<file path="config.mk">
export PLATFORM = sky130hd
export DESIGN_NAME = ptab_back
export DESIGN_NICKNAME = d
export VERILOG_FILES = /design/src/polygon_to_axis_aligned_box_unit_assert.svh /design/src/ptab_pkg.sv /design/src/ptab_back.sv
export SDC_FILE = /design/constraint.sdc
export NUM_CORES = 2
export LEC_CHECK = 0
export ABC_AREA = 1
export BUFFER_PORTS_ARGS = -buffer_cell sky130_fd_sc_hd__buf_2
export CAP_MARGIN = 5
export CORE_ASPECT_RATIO = 1.75
export CORE_MARGIN = 2
export CORE_UTILIZATION = 30
export DETAILED_ROUTE_END_ITERATION = 8
export GPL_ROUTABILITY_DRIVEN = 0
export HOLD_SLACK_MARGIN = 0.02
export PLACE_DENSITY = 0.55
export SLEW_MARGIN = 30
export SYNTH_ARGS = -nofsm -noshare
export SYNTH_HDL_FRONTEND = slang
export SYNTH_SLANG_ARGS = --single-unit
</file>
<file path="constraint.sdc">
create_clock -name clock -period 10.9 [get_ports clock]
set_input_delay 2.725 -clock clock [delete_from_list [all_inputs] [get_ports clock]]
set_output_delay 2.725 -clock clock [all_outputs]
set_load 0.01 [all_outputs]
</file>
<file path="src/polygon_to_axis_aligned_box_unit_assert.svh">
// ----------------------------------------------------------------------------
// polygon_to_axis_aligned_box_unit assertion macros
// wrappers for the concurrent checks of the box unit, empty in synthesis
// ----------------------------------------------------------------------------
`ifndef POLYGON_TO_AXIS_ALIGNED_BOX_UNIT_ASSERT_SVH
`define POLYGON_TO_AXIS_ALIGNED_BOX_UNIT_ASSERT_SVH
`ifndef SYNTHESIS
`define PTAB_ASSERT(lbl, clk, rst, prop) \
   lbl: assert property (@(posedge clk) disable iff (rst) prop) \
      else $error("ptab check failed");
`define PTAB_ASSERT_NR(lbl, clk, prop) \
   lbl: assert property (@(posedge clk) prop) \
      else $error("ptab check failed after reset");
`else
`define PTAB_ASSERT(lbl, clk, rst, prop)
`define PTAB_ASSERT_NR(lbl, clk, prop)
`endif
`endif

</file>
<file path="src/ptab_pkg.sv">
// ----------------------------------------------------------------------------
// ptab_pkg
// shared constants and types of the polygon to axis aligned box unit
// ----------------------------------------------------------------------------
package ptab_pkg;
   localparam int COORD_WIDTH_DEF     = 16;
   localparam int COORD_FRAC_BITS_DEF = 4;
   // scale is unsigned Q2.16
   localparam int S_BITS  = 18;
   localparam int S_FRAC  = 16;
   localparam int Q_BITS  = 2 * S_BITS;
   // first root is taken of d12*d23*2^64
   localparam int RAD_PAD = 64;
   localparam int POS_W   = 14;
   localparam int LEN_W   = 13;

   typedef logic [S_BITS-1:0] scale_type;
   typedef logic [Q_BITS-1:0] quot_type;
endpackage

</file>
<file path="src/ptab_back.sv">
// ----------------------------------------------------------------------------
// ptab_back
// scaled extents, box edges, rounding half away from zero, saturation
// ----------------------------------------------------------------------------
module ptab_back #(
   parameter int CW = ptab_pkg::COORD_WIDTH_DEF,
   parameter int FB = ptab_pkg::COORD_FRAC_BITS_DEF
) (
   input  logic                          clock,
   input  logic                          reset,
   input  logic                          en,
   input  logic                          in_valid,
   input  ptab_pkg::scale_type           in_s,
   input  logic [CW-1:0]                 in_ex,
   input  logic [CW-1:0]                 in_ey,
   input  logic signed [CW+1:0]          in_sx,
   input  logic signed [CW+1:0]          in_sy,
   input  logic                          in_deg,
   output logic                          out_valid,
   output logic signed [ptab_pkg::POS_W-1:0] out_left,
   output logic signed [ptab_pkg::POS_W-1:0] out_top,
   output logic [ptab_pkg::LEN_W-1:0]    out_width,
   output logic [ptab_pkg::LEN_W-1:0]    out_height,
   output logic                          out_deg
);
   import ptab_pkg::*;

   localparam int WQ_W    = S_BITS + CW + 1;
   localparam int G       = S_FRAC + 1 + FB;
   localparam int LSH     = S_FRAC + FB;
   localparam int LW      = CW + FB + 22;
   localparam int MW      = LW + 1;
   localparam int QMW     = MW - G;
   localparam int LXW     = WQ_W + LEN_W + 1;
   localparam int CENT_SH = S_FRAC - 1;
   localparam int POS_MAX = (1 << (POS_W - 1)) - 1;
   localparam int POS_MIN = 1 << (POS_W - 1);
   localparam int LEN_MAX = (1 << LEN_W) - 1;

   logic [WQ_W-1:0] one_q;

   // stage 1
   logic                 v1_ff, deg1_ff;
   logic [WQ_W-1:0]      wq1_ff, hq1_ff;
   logic signed [CW+1:0] sx1_ff, sy1_ff;
   // stage 2
   logic                 v2_ff, deg2_ff;
   logic signed [LW-1:0] lx2_ff, ly2_ff;
   logic [LXW-1:0]       lw2_ff, lh2_ff;
   logic signed [LW-1:0] lx_in, ly_in;
   // stage 3
   logic                 v3_ff, deg3_ff, nx3_ff, ny3_ff;
   logic [MW-1:0]        mx3_ff, my3_ff;
   logic [LXW-1:0]       lw3_ff, lh3_ff;
   logic [MW-1:0]        mx_in, my_in;
   // output register
   logic                 v4_ff, deg4_ff;
   logic signed [POS_W-1:0] left_ff, top_ff;
   logic [LEN_W-1:0]     width_ff, height_ff;
   logic [QMW-1:0]       qx, qy;
   logic [LXW-1:0]       sw, sh;
   logic signed [POS_W-1:0] left_in, top_in;
   logic [LEN_W-1:0]     width_in, height_in;

   assign one_q = WQ_W'(1) << LSH;

   // edge = 4*centroid*2^CENT_SH - one pixel - half the scaled extent
   assign lx_in = (LW'(sx1_ff) <<< CENT_SH) - (LW'(1) <<< G) - $signed(LW'(wq1_ff));
   assign ly_in = (LW'(sy1_ff) <<< CENT_SH) - (LW'(1) <<< G) - $signed(LW'(hq1_ff));

   assign mx_in = (lx2_ff[LW-1] ? MW'(-lx2_ff) : MW'(lx2_ff)) + (MW'(1) << (G - 1));
   assign my_in = (ly2_ff[LW-1] ? MW'(-ly2_ff) : MW'(ly2_ff)) + (MW'(1) << (G - 1));

   always_comb begin
      qx = QMW'(mx3_ff >> G);
      qy = QMW'(my3_ff >> G);
      sw = lw3_ff >> LSH;
      sh = lh3_ff >> LSH;
      if (!nx3_ff) begin
         left_in = (qx > QMW'(POS_MAX)) ? POS_W'(POS_MAX) : POS_W'(qx);
      end else begin
         left_in = (qx > QMW'(POS_MIN)) ? POS_W'(POS_MIN) : POS_W'(~qx + 1'b1);
      end
      if (!ny3_ff) begin
         top_in = (qy > QMW'(POS_MAX)) ? POS_W'(POS_MAX) : POS_W'(qy);
      end else begin
         top_in = (qy > QMW'(POS_MIN)) ? POS_W'(POS_MIN) : POS_W'(~qy + 1'b1);
      end
      width_in  = (sw > LXW'(LEN_MAX)) ? LEN_W'(LEN_MAX) : sw[LEN_W-1:0];
      height_in = (sh > LXW'(LEN_MAX)) ? LEN_W'(LEN_MAX) : sh[LEN_W-1:0];
      if (deg3_ff) begin
         left_in   = '0;
         top_in    = '0;
         width_in  = '0;
         height_in = '0;
      end
   end

   always_ff @(posedge clock) begin
      if (reset) begin
         v1_ff <= 1'b0;
         v2_ff <= 1'b0;
         v3_ff <= 1'b0;
         v4_ff <= 1'b0;
      end else if (en) begin
         v1_ff <= in_valid;
         v2_ff <= v1_ff;
         v3_ff <= v2_ff;
         v4_ff <= v3_ff;
      end
      if (en) begin
         wq1_ff    <= WQ_W'(in_s) * WQ_W'(in_ex) + one_q;
         hq1_ff    <= WQ_W'(in_s) * WQ_W'(in_ey) + one_q;
         sx1_ff    <= in_sx;
         sy1_ff    <= in_sy;
         deg1_ff   <= in_deg;

         lx2_ff    <= lx_in;
         ly2_ff    <= ly_in;
         lw2_ff    <= LXW'(wq1_ff) + (LXW'(1) << (LSH - 1));
         lh2_ff    <= LXW'(hq1_ff) + (LXW'(1) << (LSH - 1));
         deg2_ff   <= deg1_ff;

         nx3_ff    <= lx2_ff[LW-1];
         ny3_ff    <= ly2_ff[LW-1];
         mx3_ff    <= mx_in;
         my3_ff    <= my_in;
         lw3_ff    <= lw2_ff;
         lh3_ff    <= lh2_ff;
         deg3_ff   <= deg2_ff;

         left_ff   <= left_in;
         top_ff    <= top_in;
         width_ff  <= width_in;
         height_ff <= height_in;
         deg4_ff   <= deg3_ff;
      end
   end

   assign out_valid  = v4_ff;
   assign out_left   = left_ff;
   assign out_top    = top_ff;
   assign out_width  = width_ff;
   assign out_height = height_ff;
   assign out_deg    = deg4_ff;
endmodule

</file>
==> flow_metrics.py <==
metrics = {
    "worst_setup_path": {
        "crit_top_cell": "fa_1",
        "cp_num_buf_inv": 4,
        "start_kind": "primary input",
        "cp_slowest_cell": "buf_2",
        "cp_data_arrival_time_ns": 8.52,
        "cpLargestDelayFamily": "adder cells",
        "crit_path_cell_trace": "buf_2, nand2_1, fa_1, inv_1, fa_1, fa_1, fa_1, fa_1, inv_1, fa_1, inv_1, ha_1, a21oi_1, o21ai_0, a21oi_1, o21ai_0, a21oi_1, o21bai_1, xor2_1",
        "cp-end-kind": "flip-flop",
        "max_stage_delay_ns": 0.66,
        "path_class": "primary input to flip-flop",
        "worstPathMaxFanout": 32,
        "critPathRequiredTime_ns": 11.21,
    },
    "synthesis": {
        "yosysWarnings": 0,
        "synth.distinct_cells": 58,
        "synthTopCellsByCount": "inv_1 (1191), nand2_1 (1011), fa_1 (446)",
        "yosys.area.top_type": "edfxtp_1",
        "ys_async_sr_fraction_pct": 0,
        "synth-edff-count": 348,
        "ys_seq_elements": 352,
        "synth.area.top_cells": "edfxtp_1 (27%), fa_1 (23%), inv_1 (11%), ha_1 (11%), nand2_1 (9.7%)",
        "syn_avg_cell_area_um2": 8.51,
        "syn_inst": 4595,
        "synth_ff_type": "edfxtp_1",
        "seq_area_frac_synth_pct": 26.9,
        "synth.most_common_cell": "inv_1",
        "synth.top_cell.area_share_pct": 26.7,
        "synth_area_um2": 39100,
    },
    "floorplan": {
        "die_h_um": 482,
        "dieWidth_um": 277,
        "rows": 175,
        "ios": 147,
        "die_area_um2": 133000,
        "start_util_pct": 30.2,
        "core_um2": 130000,
    },
    "global_routing": {
        "grt_usage_pct": 14.8,
        "grt_pass1_wl_um": 158000,
        "antenna_found_initial": 5,
        "grt_pass1_vias": 31056,
        "grt_remaining_overflow": 0,
        "grt_max_degree": 149,
    },
    "drt": {
        "vias_per_cell": 4.57,
        "drt_iter0_drc": 1358,
        "drc": 0,
        "vias": 29066,
        "totalWireLength_um": 97300,
        "dr.pass1.iters": 6,
        "wl_per_cell_um": 15.3,
        "antenna_left": 0,
    },
    "timing": {
        "hold_violations": 0,
        "grt_setup_unrepaired": "no",
        "period_needed_ns": 8.21,
        "timing.final.crit_share_pct": 75.3,
        "holdWs_ns": 0.416,
        "tns_ns": 0,
        "slew_viol_final": 0,
        "relSlewSlack_pct": 34.5,
        "tightest_slew_ns": 0.983,
        "final.setup_skew_ns": 0.0262,
        "setup_viol": 0,
        "fmax_mhz": 122,
    },
    "placed_design": {
        "io_buffers": 146,
        "dp_hpwl_um": 77600,
    },
    "clock_network": {
        "root_buffer": "clkbuf_16",
        "cts_tree": "built",
        "post_cts_buffers": 0,
        "worstSkewPairLatency_ns": 0.56,
        "cts_sinks": 352,
        "numCtsBuffers": 35,
        "h-tree-depth": 2,
        "hold_buffers": 0,
        "clkSlewWorstSetupHoldPaths_ns": 0.07,
        "cts.path.max_buffers": 3,
        "cts_resized": 0,
    },
    "flow_run": {
        "cap_violations": 0,
    },
    "cells_and_area": {
        "drive_gt1_share_pct": 6.09,
        "fillers": 13643,
        "final-seq-area_um2": 10500,
        "area_delta_synth_final_pct": 9.12,
        "final_nets": 5536,
        "multi_input_area_um2": 23600,
    },
    "min_path": {
        "worstHoldPathType": "flip-flop to flip-flop",
    },
    "outcome": {
        "status": "completed",
    },
}
-- cell usage in the layout, fill, tap and decap left out, types with 19 or more instances in the layout --
cell type	instances
a21oi_1	172
ha_1	342
nor2_1	231
o21ai_0	146
fa_1	446
nand3_1	124
xor2_1	131
xnor2_1	44
nand2_1	1011
nand2_2	20
edfxtp_1	348
buf_2	145
nor2_2	19
nor3_1	29
nand4_1	52
inv_1	1191
clkbuf_16	36
-- kinds of logic (layout without fill, tap and decap cells) --
logic type               after synthesis  after routing  share of synthesized area (%)
buffers and inverters               1335           1412                           12.8
other                                  1             13                        0.00959
flip-flops                           352            352                           26.9
AND/OR/NAND/NOR                     1560           1560                           17.1
adder cells (fa/ha/maj)              788            788                           33.8
XOR/XNOR                             175            175                           3.92
AO/OA/AOI/OAI                        384            384                           5.38
-- stage by stage --
| step | cells | setup slack (ns) | instance area (um^2) | util, % |
|---|---|---|---|---|
| after floorplan | 4606 | 2.75 | 39100 | - |
| after global placement | 6300 | 2.13 | 41500 | 32.0 |
| after detailed placement | 6300 | 2.11 | 41500 | 32.0 |
| after CTS | 6363 | 2.72 | 42600 | 32.9 |
| after global routing | 6365 | 2.42 | 42700 | 32.9 |
| final | 6365 | 2.69 | 42700 | 32.9 |
-- final cells by class --
class	instances	share of cell area, %
diodes	1	0.00587
clock buffers	44	2.18
clock inverters	19	0.513
inverters	1198	10.5
multi-input cells	2919	55.3
flip-flops and latches	352	24.7
well taps	1681	4.93
repair buffers	151	1.86
-- flip-flops by register name (all words and copies together) (netlist names), 13 cells and up --
signal / count
mx3_ff: 22
sy1_ff: 18
out_top: 14
wq1_ff: 35
sx1_ff: 18
hq1_ff: 35
my3_ff: 22
ly2_ff: 37
lh3_ff: 16
out_left: 14
lw3_ff: 16
lx2_ff: 37
out_height: 13
out_width: 13
lw2_ff: 16
lh2_ff: 16
-- layer usage --
metal	vias up	routed length, um	part of all wire (%)	global-route usage, %
met2	602	53100	55	29.2
li1	14090	-	-	-
met5	-	13	0.013	0
met1	14169	37100	38	16.2
met3	203	3100	3.2	0.930
met4	2	4060	4.2	6.19
-- path summary, 6_finish.rpt --
path                                      startpoint                   end  cells past startpoint  slack, ns
worst min-delay path            lw2_ff[28]$_DFFE_PP_  lw3_ff[28]$_DFFE_PP_                      0       0.42
worst max register to register  hq1_ff[27]$_DFFE_PP_  ly2_ff[29]$_DFFE_PP_                     10       8.09
worst min register to register  lw2_ff[28]$_DFFE_PP_  lw3_ff[28]$_DFFE_PP_                      0       0.42
worst max-delay path                         in_s[7]  hq1_ff[33]$_DFFE_PP_                     19       2.69
Power is not shown: default switching activity piles up to over one toggle a cycle in this logic, so the estimate is an artifact.
