[src/polygon_to_axis_aligned_box_unit_assert.svh]
// ----------------------------------------------------------------------------
// polygon_to_axis_aligned_box_unit assertion macros
// wrappers for the concurrent checks of the box unit, empty in synthesis
// ----------------------------------------------------------------------------
`ifndef POLYGON_TO_AXIS_ALIGNED_BOX_UNIT_ASSERT_SVH
`define POLYGON_TO_AXIS_ALIGNED_BOX_UNIT_ASSERT_SVH
`ifndef SYNTHESIS
`define PTAB_ASSERT(lbl, clk, rst, prop) \
   lbl: assert property (@(posedge clk) disable iff (rst) prop) \
      else $error("ptab check failed");
`define PTAB_ASSERT_NR(lbl, clk, prop) \
   lbl: assert property (@(posedge clk) prop) \
      else $error("ptab check failed after reset");
`else
`define PTAB_ASSERT(lbl, clk, rst, prop)
`define PTAB_ASSERT_NR(lbl, clk, prop)
`endif
`endif

[src/ptab_pkg.sv]
// ----------------------------------------------------------------------------
// ptab_pkg
// shared constants and types of the polygon to axis aligned box unit
// ----------------------------------------------------------------------------
package ptab_pkg;
   localparam int COORD_WIDTH_DEF     = 16;
   localparam int COORD_FRAC_BITS_DEF = 4;
   // scale is unsigned Q2.16
   localparam int S_BITS  = 18;
   localparam int S_FRAC  = 16;
   localparam int Q_BITS  = 2 * S_BITS;
   // first root is taken of d12*d23*2^64
   localparam int RAD_PAD = 64;
   localparam int POS_W   = 14;
   localparam int LEN_W   = 13;

   typedef logic [S_BITS-1:0] scale_type;
   typedef logic [Q_BITS-1:0] quot_type;
endpackage

[src/ptab_isqrt.sv]
// ----------------------------------------------------------------------------
// ptab_isqrt
// pipelined integer square root, one root bit per stage, with sideband
// ----------------------------------------------------------------------------
module ptab_isqrt #(
   parameter int RAD_W  = ptab_pkg::Q_BITS,
   parameter int SIDE_W = 1
) (
   input  logic                clock,
   input  logic                reset,
   input  logic                en,
   input  logic                in_valid,
   input  logic [RAD_W-1:0]    in_rad,
   input  logic [SIDE_W-1:0]   in_side,
   output logic                out_valid,
   output logic [RAD_W/2-1:0]  out_root,
   output logic [SIDE_W-1:0]   out_side
);
   import ptab_pkg::*;

   localparam int N  = RAD_W / 2;
   localparam int RW = N + 2;

   logic [RAD_W-1:0]  rad_ff  [N];
   logic [N-1:0]      root_ff [N];
   logic [RW-1:0]     rem_ff  [N];
   logic [SIDE_W-1:0] side_ff [N];
   logic              vld_ff  [N];

   for (genvar k = 0; k < N; k++) begin : g_step
      logic [RAD_W-1:0]  rad_prev;
      logic [N-1:0]      root_prev;
      logic [RW-1:0]     rem_prev;
      logic [SIDE_W-1:0] side_prev;
      logic              vld_prev;
      logic [RW-1:0]     rem_cat, trial;
      logic              take;

      if (k == 0) begin : g_first
         assign rad_prev  = in_rad;
         assign root_prev = '0;
         assign rem_prev  = '0;
         assign side_prev = in_side;
         assign vld_prev  = in_valid;
      end else begin : g_next
         assign rad_prev  = rad_ff[k-1];
         assign root_prev = root_ff[k-1];
         assign rem_prev  = rem_ff[k-1];
         assign side_prev = side_ff[k-1];
         assign vld_prev  = vld_ff[k-1];
      end

      // remainder never exceeds twice the partial root
      assign rem_cat = {rem_prev[N-1:0], rad_prev[RAD_W-1 -: 2]};
      assign trial   = {root_prev, 2'b01};
      assign take    = (rem_cat >= trial);

      always_ff @(posedge clock) begin
         if (reset) begin
            vld_ff[k] <= 1'b0;
         end else if (en) begin
            vld_ff[k] <= vld_prev;
         end
         if (en) begin
            rad_ff[k]  <= rad_prev << 2;
            root_ff[k] <= {root_prev[N-2:0], take};
            rem_ff[k]  <= take ? (rem_cat - trial) : rem_cat;
            side_ff[k] <= side_prev;
         end
      end
   end

   assign out_valid = vld_ff[N-1];
   assign out_root  = root_ff[N-1];
   assign out_side  = side_ff[N-1];
endmodule

[config.mk]
export PLATFORM = sky130hd
export DESIGN_NAME = ptab_isqrt
export DESIGN_NICKNAME = d
export VERILOG_FILES = /design/src/polygon_to_axis_aligned_box_unit_assert.svh /design/src/ptab_pkg.sv /design/src/ptab_isqrt.sv
export SDC_FILE = /design/constraint.sdc
export NUM_CORES = 1
export LEC_CHECK = 0
export BUFFER_PORTS_ARGS = -buffer_cell sky130_fd_sc_hd__buf_2
export CAP_MARGIN = 0
export CORE_UTILIZATION = 65
export DETAILED_ROUTE_END_ITERATION = 8
export PLACE_DENSITY = 0.92
export SLEW_MARGIN = 0
export SYNTH_ARGS = -nofsm -noshare
export SYNTH_HDL_FRONTEND = slang
export SYNTH_SLANG_ARGS = --single-unit
[constraint.sdc]
create_clock -name clock -period 7.6 [get_ports clock]
set_input_delay 0.38 -clock clock [delete_from_list [all_inputs] [get_ports clock]]
set_output_delay 0.38 -clock clock [all_outputs]
set_load 0.03 [all_outputs]
==> reports/summary.txt, run 1 <==
Post-Route WL: 74300 um
first-pass GRT wire length: 117000 um
vias in the first global route: 22300
layout cells sized above 1: 0.101
final setup TNS: 0 ns
instance count of the mapped netlist: 2666
Worst path slowest cell: nand3_1
Setup CP Type: register to register
CP Cell Sequence: ha_1 > a21oi_1 > o21ai_1 > nor4bb_1 > a2111oi_0 > nand3_1 > mux2_2
Final ANT Viol Nets: 0
Unique masters post-synth: 88
post-CTS setup buffers: 0
Post-Syn Area per Cell: 13.7 um2
DR vias/cell: 6.08
Die Height: 239 um
Total GRT Usage: 0.262
Num CTS Buffers: 77
worst r2r src: rem_ff[12][7]$_DFFE_PP_
Slew headroom: 0.165
final worst slack: 3.76 ns
Die ar.: 57100 um2
delay-heaviest family, CP: simple AND/OR/NAND/NOR gates
Finished Core Util: 0.736
grt ovf: 0
largest net degree at the start of global routing: 136
RSZ-0062 raised after global routing: no
clk_skew: 0.0313 ns
Hold Vio Cnt, Final: 0
I/O Pins: 61
Place WS: 3.89 ns
leading cell type in the layout, fill and taps excluded: edfxtp_1
syn nets: 2897
min cycle time layout: 3.84 ns
GP Congestion: 0.919
clock sink count: 799
Syn. warnings: 0
worst hold-check path type: primary input to register
critical path arrival: 4.22 ns
maximum fanout along the worst path: 29
CTS root buf: clkbuf_16
hold_sp: in_rad[35]
FMAX: 260 MHz
initial core utilization: 0.660
Tcrit/Tclk final: 0.506
I/O Buffers: 60
DRC Markers: 0
clk slew on worst S/H paths: 0.06 ns
Largest stage delay, worst path: 1.03 ns
P&R area growth vs syn: 11.5%
Total Power: 11.9 mW
H-tree depth: 3
Post-synth ARST share: 0
cell area after synthesis: 36500 um2
largest cells by area after synthesis: edfxtp_1, ha_1, xnor2_1
kind of start point of the critical path: register
Leakage: 15.9 nW
worst skew pair latency: 0.65 ns
status: complete, no violations
worst hold stages: 2
Worst Hold Endpoint: root_ff[0][0]$_DFFE_PP_
DP Wirelength: 45600 um
WHS: 0.0624 ns
Synth Flop Type: edfxtp_1
sequential element share of the synthesized area: 0.657
Max VDD drop: 0.253 mV
# setup viols final: 0
antenna violations before repair: 3
Core ar.: 55300 um2
drt initial violations: 2113
Total Nets Final: 3045
Buf/Inv on CP: 0
r2r endpoint: rem_ff[13][6]$_DFFE_PP_
DRT Pass-1 Iters: 6
Post-synth EDFFs: 799
Die Wd: 239 um
Yosys top cell by area: edfxtp_1
top-area cell type share of the netlist area: 0.657
max-cap viol count: 0
Clock Path Buffers: 3
DR vias: 22100
most frequent cells in the layout: edfxtp_1, inv_1, ha_1
worst-case reg-to-reg path depth: 7
fin. max-slew vios: 0
Tightest Pin Transition: 1.25 ns
reg-to-reg setup timing slack: 3.76 ns
FF+latch count, synth: 799
CP required: 7.97 ns
PwrDens: 293 nW/um2
CTS tree: done
Avg WL per Cell: 20.5 um
Crit. End Element: register
row count: 86
[what timing repair did]
action,CTS,global route
gates resized for setup,0,0
hold endpoints to repair,36,0
hold buffers,36,0
[cell usage after synthesis (6+ instances only)]
master	n
o21bai_1	6
nor3_1	62
nor4_1	30
nor2b_1	36
and3_1	13
nor2_1	174
clkbuf_1	12
buf_2	15
a211oi_1	10
and2_1	23
o21ai_1	8
or4_1	8
o311ai_0	6
a31oi_1	9
ha_1	190
a21boi_0	10
or2_2	15
nor4b_1	8
o31ai_1	17
o211ai_1	11
o211a_1	6
o21a_1	41
mux2_2	47
nand4b_1	6
xnor2_1	129
mux2_4	8
edfxtp_1	799
xor2_1	80
mux2i_1	9
nand2b_1	26
o21ai_0	106
nand4_1	24
nand3_1	34
inv_1	236
nand3b_1	9
a21o_1	50
or3_1	25
a21oi_1	157
nand2_1	118
[worst reg2reg max path, delay by kind of cell, from the launching register on]
kind | cells | cell delay (ns)
and+or+nand+nor | 2 | 1.18
AOI/OAI and AO/OA | 3 | 0.99
muxes | 1 | 0.62
DFF | 1 | 0.39
adders and majority gates | 1 | 0.38
[logic make-up after synthesis]
family	Yosys count	share of synthesized area
AND/OR/NAND/NOR	634	0.0897
buffers and inverters	272	0.0296
multiplexers	64	0.0203
flip-flops	799	0.657
AO/OA/AOI/OAI	497	0.0880
adder cells (fa/ha/maj)	190	0.0651
other	1	0.000103
XOR/XNOR	209	0.0501
[report_power, final]
part | switching (mW) | internal (mW) | leakage [nW]
Clock | 1.73 | 2.33 | 1.30
Combinational | 1.19 | 0.913 | 6.89
Sequential | 0.285 | 5.50 | 7.69
[layer usage]
metal	wire (um)	vias to the layer above	GRT usage	part of all wire
li1	-	10200	-	-
met1	29000	10700	0.321	0.39
met2	38000	992	0.461	0.51
met3	4510	197	0.0426	0.061
met4	2850	0	0.111	0.038
met5	0	-	0	0
[flip-flops by register name, summed over array words and instances (netlist names)]
signal	count
root_ff	171
rad_ff	306
vld_ff	18
side_ff	18
rem_ff	286
[final cells by class]
type / count / area (um2)
flip-flops and latches: 799 / 24000
fillers: 3146 / 14600
multi-input cells: 1595 / 11400
clock buffers: 88 / 1990
well taps: 748 / 936
inverters: 237 / 891
repair buffers: 104 / 743
clock inverters: 56 / 706
diodes: 4 / 10.0
[metrics by stage]
stage	instances	instance area, um2
after floorplan	2666	36500
after global placement	3447	37600
after detailed placement	3447	37600
after CTS	3627	40700
after global routing	3629	40700
final	3631	40700
[worst max path at each step]
stage / from / slack (ns) / cells past startpoint / endpoint
2_1_floorplan: rem_ff[13][5]$_DFFE_PP_ / 5.11 / 10 / rem_ff[14][5]$_DFFE_PP_
6_report: rem_ff[12][7]$_DFFE_PP_ / 3.76 / 7 / rem_ff[13][6]$_DFFE_PP_
4_1_cts: root_ff[12][7]$_DFFE_PP_ / 3.80 / 8 / rem_ff[13][6]$_DFFE_PP_
3_5_place_dp: rem_ff[12][7]$_DFFE_PP_ / 3.89 / 7 / rem_ff[13][9]$_DFFE_PP_
5_1_grt: rem_ff[12][9]$_DFFE_PP_ / 3.45 / 7 / rem_ff[13][7]$_DFFE_PP_
3_3_place_gp: root_ff[12][7]$_DFFE_PP_ / 4.00 / 8 / rem_ff[13][6]$_DFFE_PP_
No activity file was read; power rests on OpenSTA's default activity.
==> inputs of run 2 (changes only) <==
- ABC_AREA: not set -> 1
- CORE_UTILIZATION: 65 -> 64
- PLACE_DENSITY: 0.92 -> 0.91
- clock period: 7.6 -> 3.74 ns (I/O delays scaled with it)
==> reports/summary.txt, run 2 <==
min cycle time layout: 2.67 ns (was 3.84 ns)
clock sink count: 799 (unchanged)
DR vias: 28600 (was 22100)
main combinational cell family by area after synthesis: simple AND/OR/NAND/NOR gates (unchanged)
clk slew on worst S/H paths: 0.06 ns (about the same)
Post-Syn Area per Cell: 10.0 um2 (was 13.7 um2)
CTS root buf: clkbuf_16 (unchanged)
# setup viols final: 0 (unchanged)
Slew headroom: 0.400 (was 0.165)
sequential element share of the synthesized area: 0.595 (was 0.657)
max-cap viol count: 0 (unchanged)
Tcrit/Tclk final: 0.713 (was 0.506)
Die Wd: 253 um (was 239 um)
post-route cell area: 44700 um2 (was 40700 um2)
I/O Buffers: 60 (unchanged)
grt ovf: 0 (unchanged)
initial core utilization: 0.651 (was 0.660)
Total Power: 24.4 mW (was 11.9 mW)
placed inst area: 41600 um2 (was 37600 um2)
first-pass GRT wire length: 143000 um (was 117000 um)
Hold Vio Cnt, Final: 0 (unchanged)
FMAX: 375 MHz (was 260 MHz)
Crit. End Element: register (unchanged)
max FFs per register: 306 (unchanged)
DRT Pass-1 Iters: 8 (was 6)
Synth Flop Type: edfxtp_1 (unchanged)
Post-synth EDFFs: 799 (unchanged)
P&R area growth vs syn: 10.8% (was 11.5%)
kind of start point of the critical path: register (unchanged)
FF+latch count, synth: 799 (unchanged)
CTS Hold Bufs: 39 (was 36)
Synth Area in Compound Gates: 0.0541 (was 0.0880)
vias in the first global route: 27900 (was 22300)
post-CTS setup buffers: 0 (unchanged)
layout cells sized above 1: 0.0800 (was 0.101)
Synth Area in XOR/XNOR: 0.0256 (was 0.0501)
Post-Route WL: 90400 um (was 74300 um)
Die ar.: 64000 um2 (was 57100 um2)
biggest regs: rad_ff x306, rem_ff x286, root_ff x171 (unchanged)
Place WS: 1.21 ns (was 3.89 ns)
critical path arrival: 3.06 ns (was 4.22 ns)
CP required: 4.13 ns (was 7.97 ns)
Unique masters post-synth: 51 (was 88)
most frequent cells after synthesis: nand2_1, edfxtp_1, inv_1 (was edfxtp_1, inv_1, ha_1)
Total Nets Final: 4420 (was 3045)
Yosys top cell by area: edfxtp_1 (unchanged)
GP Congestion: 0.918 (was 0.919)
top-area cell type share of the netlist area: 0.595 (was 0.657)
Die Height: 253 um (was 239 um)
syn nets: 4250 (was 2897)
Setup CP Type: register to register (unchanged)
Reg with most FFs: rad_ff (unchanged)
final setup TNS: 0 ns (unchanged)
Max VDD drop: 0.602 mV (was 0.253 mV)
area of the multi-input gates: 13800 um2 (was 11400 um2)
Avg WL per Cell: 17.8 um (was 20.5 um)
PwrDens: 546 nW/um2 (was 293 nW/um2)
Post-synth ARST share: 0 (unchanged)
simple-gate portion of the synthesized area: 0.204 (was 0.0897)
DP Wirelength: 62400 um (was 45600 um)
Gates resized, CTS repair: 0 (unchanged)
antenna violations before repair: 0 (was 3)
Syn. warnings: 0 (unchanged)
Clock Path Buffers: 3 (unchanged)
# diodes: 0 (was 4)
maximum fanout along the worst path: 21 (was 29)
largest cells by area after synthesis: edfxtp_1, nand2_1, ha_1 (was edfxtp_1, ha_1, xnor2_1)
status: complete, no violations (unchanged)
drt initial violations: 2798 (was 2113)
row count: 91 (was 86)
DR vias/cell: 5.61 (was 6.08)
Final ANT Viol Nets: 0 (unchanged)
I/O Pins: 61 (unchanged)
WHS: 0.0845 ns (was 0.0624 ns)
cell area after synthesis: 40300 um2 (was 36500 um2)
Fillers: 4295 (was 3146)
Total GRT Usage: 0.287 (was 0.262)
most frequent cells in the layout: nand2_1, edfxtp_1, inv_1 (was edfxtp_1, inv_1, ha_1)
FF+latch area: 24000 um2 (unchanged)
Num CTS Buffers: 82 (was 77)
RSZ-0062 raised after global routing: no (unchanged)
Leakage: 19.4 nW (was 15.9 nW)
H-tree depth: 3 (unchanged)
largest net degree at the start of global routing: 130 (was 136)
top-count cell post-synth: nand2_1 (was edfxtp_1)
instance count of the mapped netlist: 4019 (was 2666)
worst hold-check path type: primary input to register (unchanged)
leading cell type in the layout, fill and taps excluded: nand2_1 (was edfxtp_1)
clk_skew: 0.0333 ns (was 0.0313 ns)
post-synthesis adder-cell area fraction: 0.0589 (was 0.0651)
CTS tree: done (unchanged)
worst skew pair latency: 0.65 ns (about the same)
final worst slack: 1.07 ns (was 3.76 ns)
Tightest Pin Transition: 0.899 ns (was 1.25 ns)
fraction of synthesized area in multiplexers: 0 (was 0.0203)
DRC Markers: 0 (unchanged)
Core ar.: 61900 um2 (was 55300 um2)
fin. max-slew vios: 0 (unchanged)
-- run 2: cell type report --
type | instances | share of cell area
clock buffer | 100 | 0.0474
clock inverter | 47 | 0.0127
inverter | 588 | 0.0498
multi-input combinational | 2603 | 0.310
sequential | 799 | 0.537
tap | 837 | 0.0234
timing repair buffer | 115 | 0.0203
-- run 2: path summary, 6_finish.rpt --
kind	end	cells past startpoint	start	slack [ns]
setup / recovery	rem_ff[16][6]$_DFFE_PP_	11	rad_ff[15][32]$_DFFE_PP_	1.07
hold / removal	rad_ff[3][6]$_DFFE_PP_	1	en	0.08
setup reg to reg	rem_ff[16][6]$_DFFE_PP_	11	rad_ff[15][32]$_DFFE_PP_	1.07
hold reg to reg	rad_ff[4][31]$_DFFE_PP_	0	rad_ff[3][29]$_DFFE_PP_	0.41
-- run 2: per-layer routing --
metal  vias up  part of all wire  track usage
met5         -                 0            0
met4         0             0.046        0.130
met3       318             0.071       0.0498
met2      1200              0.49        0.492
met1     13300              0.39        0.356
li1      13800                 -            -
-- run 2: metrics by stage --
step / utilization / std cells
2_1_floorplan: - / 4019
3_3_place_gp: 0.672 / 4903
3_5_place_dp: 0.672 / 4903
4_1_cts: 0.722 / 5089
5_1_grt: 0.722 / 5089
6_report: 0.722 / 5089
-- run 2: where the power goes --
| group | internal (mW) | total [mW] | switching (mW) | leakage, nW |
|---|---|---|---|---|
| Clock | 4.70 | 8.22 | 3.52 | 1.28 |
| Sequential | 11.0 | 11.6 | 0.590 | 7.70 |
| Combinational | 1.55 | 4.54 | 3.00 | 10.4 |
-- run 2: worst max-delay path: stages, from the launching register on --
cell,delay (ns)
edfxtp_1,0.48
inv_1,0.08
ha_1,0.23
nand3b_1,0.19
nand2_1,0.20
nand2_1,0.11
nand3b_1,0.13
nand2_1,0.08
nand2_2,0.39
inv_2,0.30
nand2_1,0.15
nand2_1,0.08
-- run 2: kinds of logic after synthesis --
logic type | after synthesis
compound gates | 379
xor+xnor | 118
fa+ha+maj | 190
buf+inv | 617
flops | 799
other cells | 1
simple gates | 1915
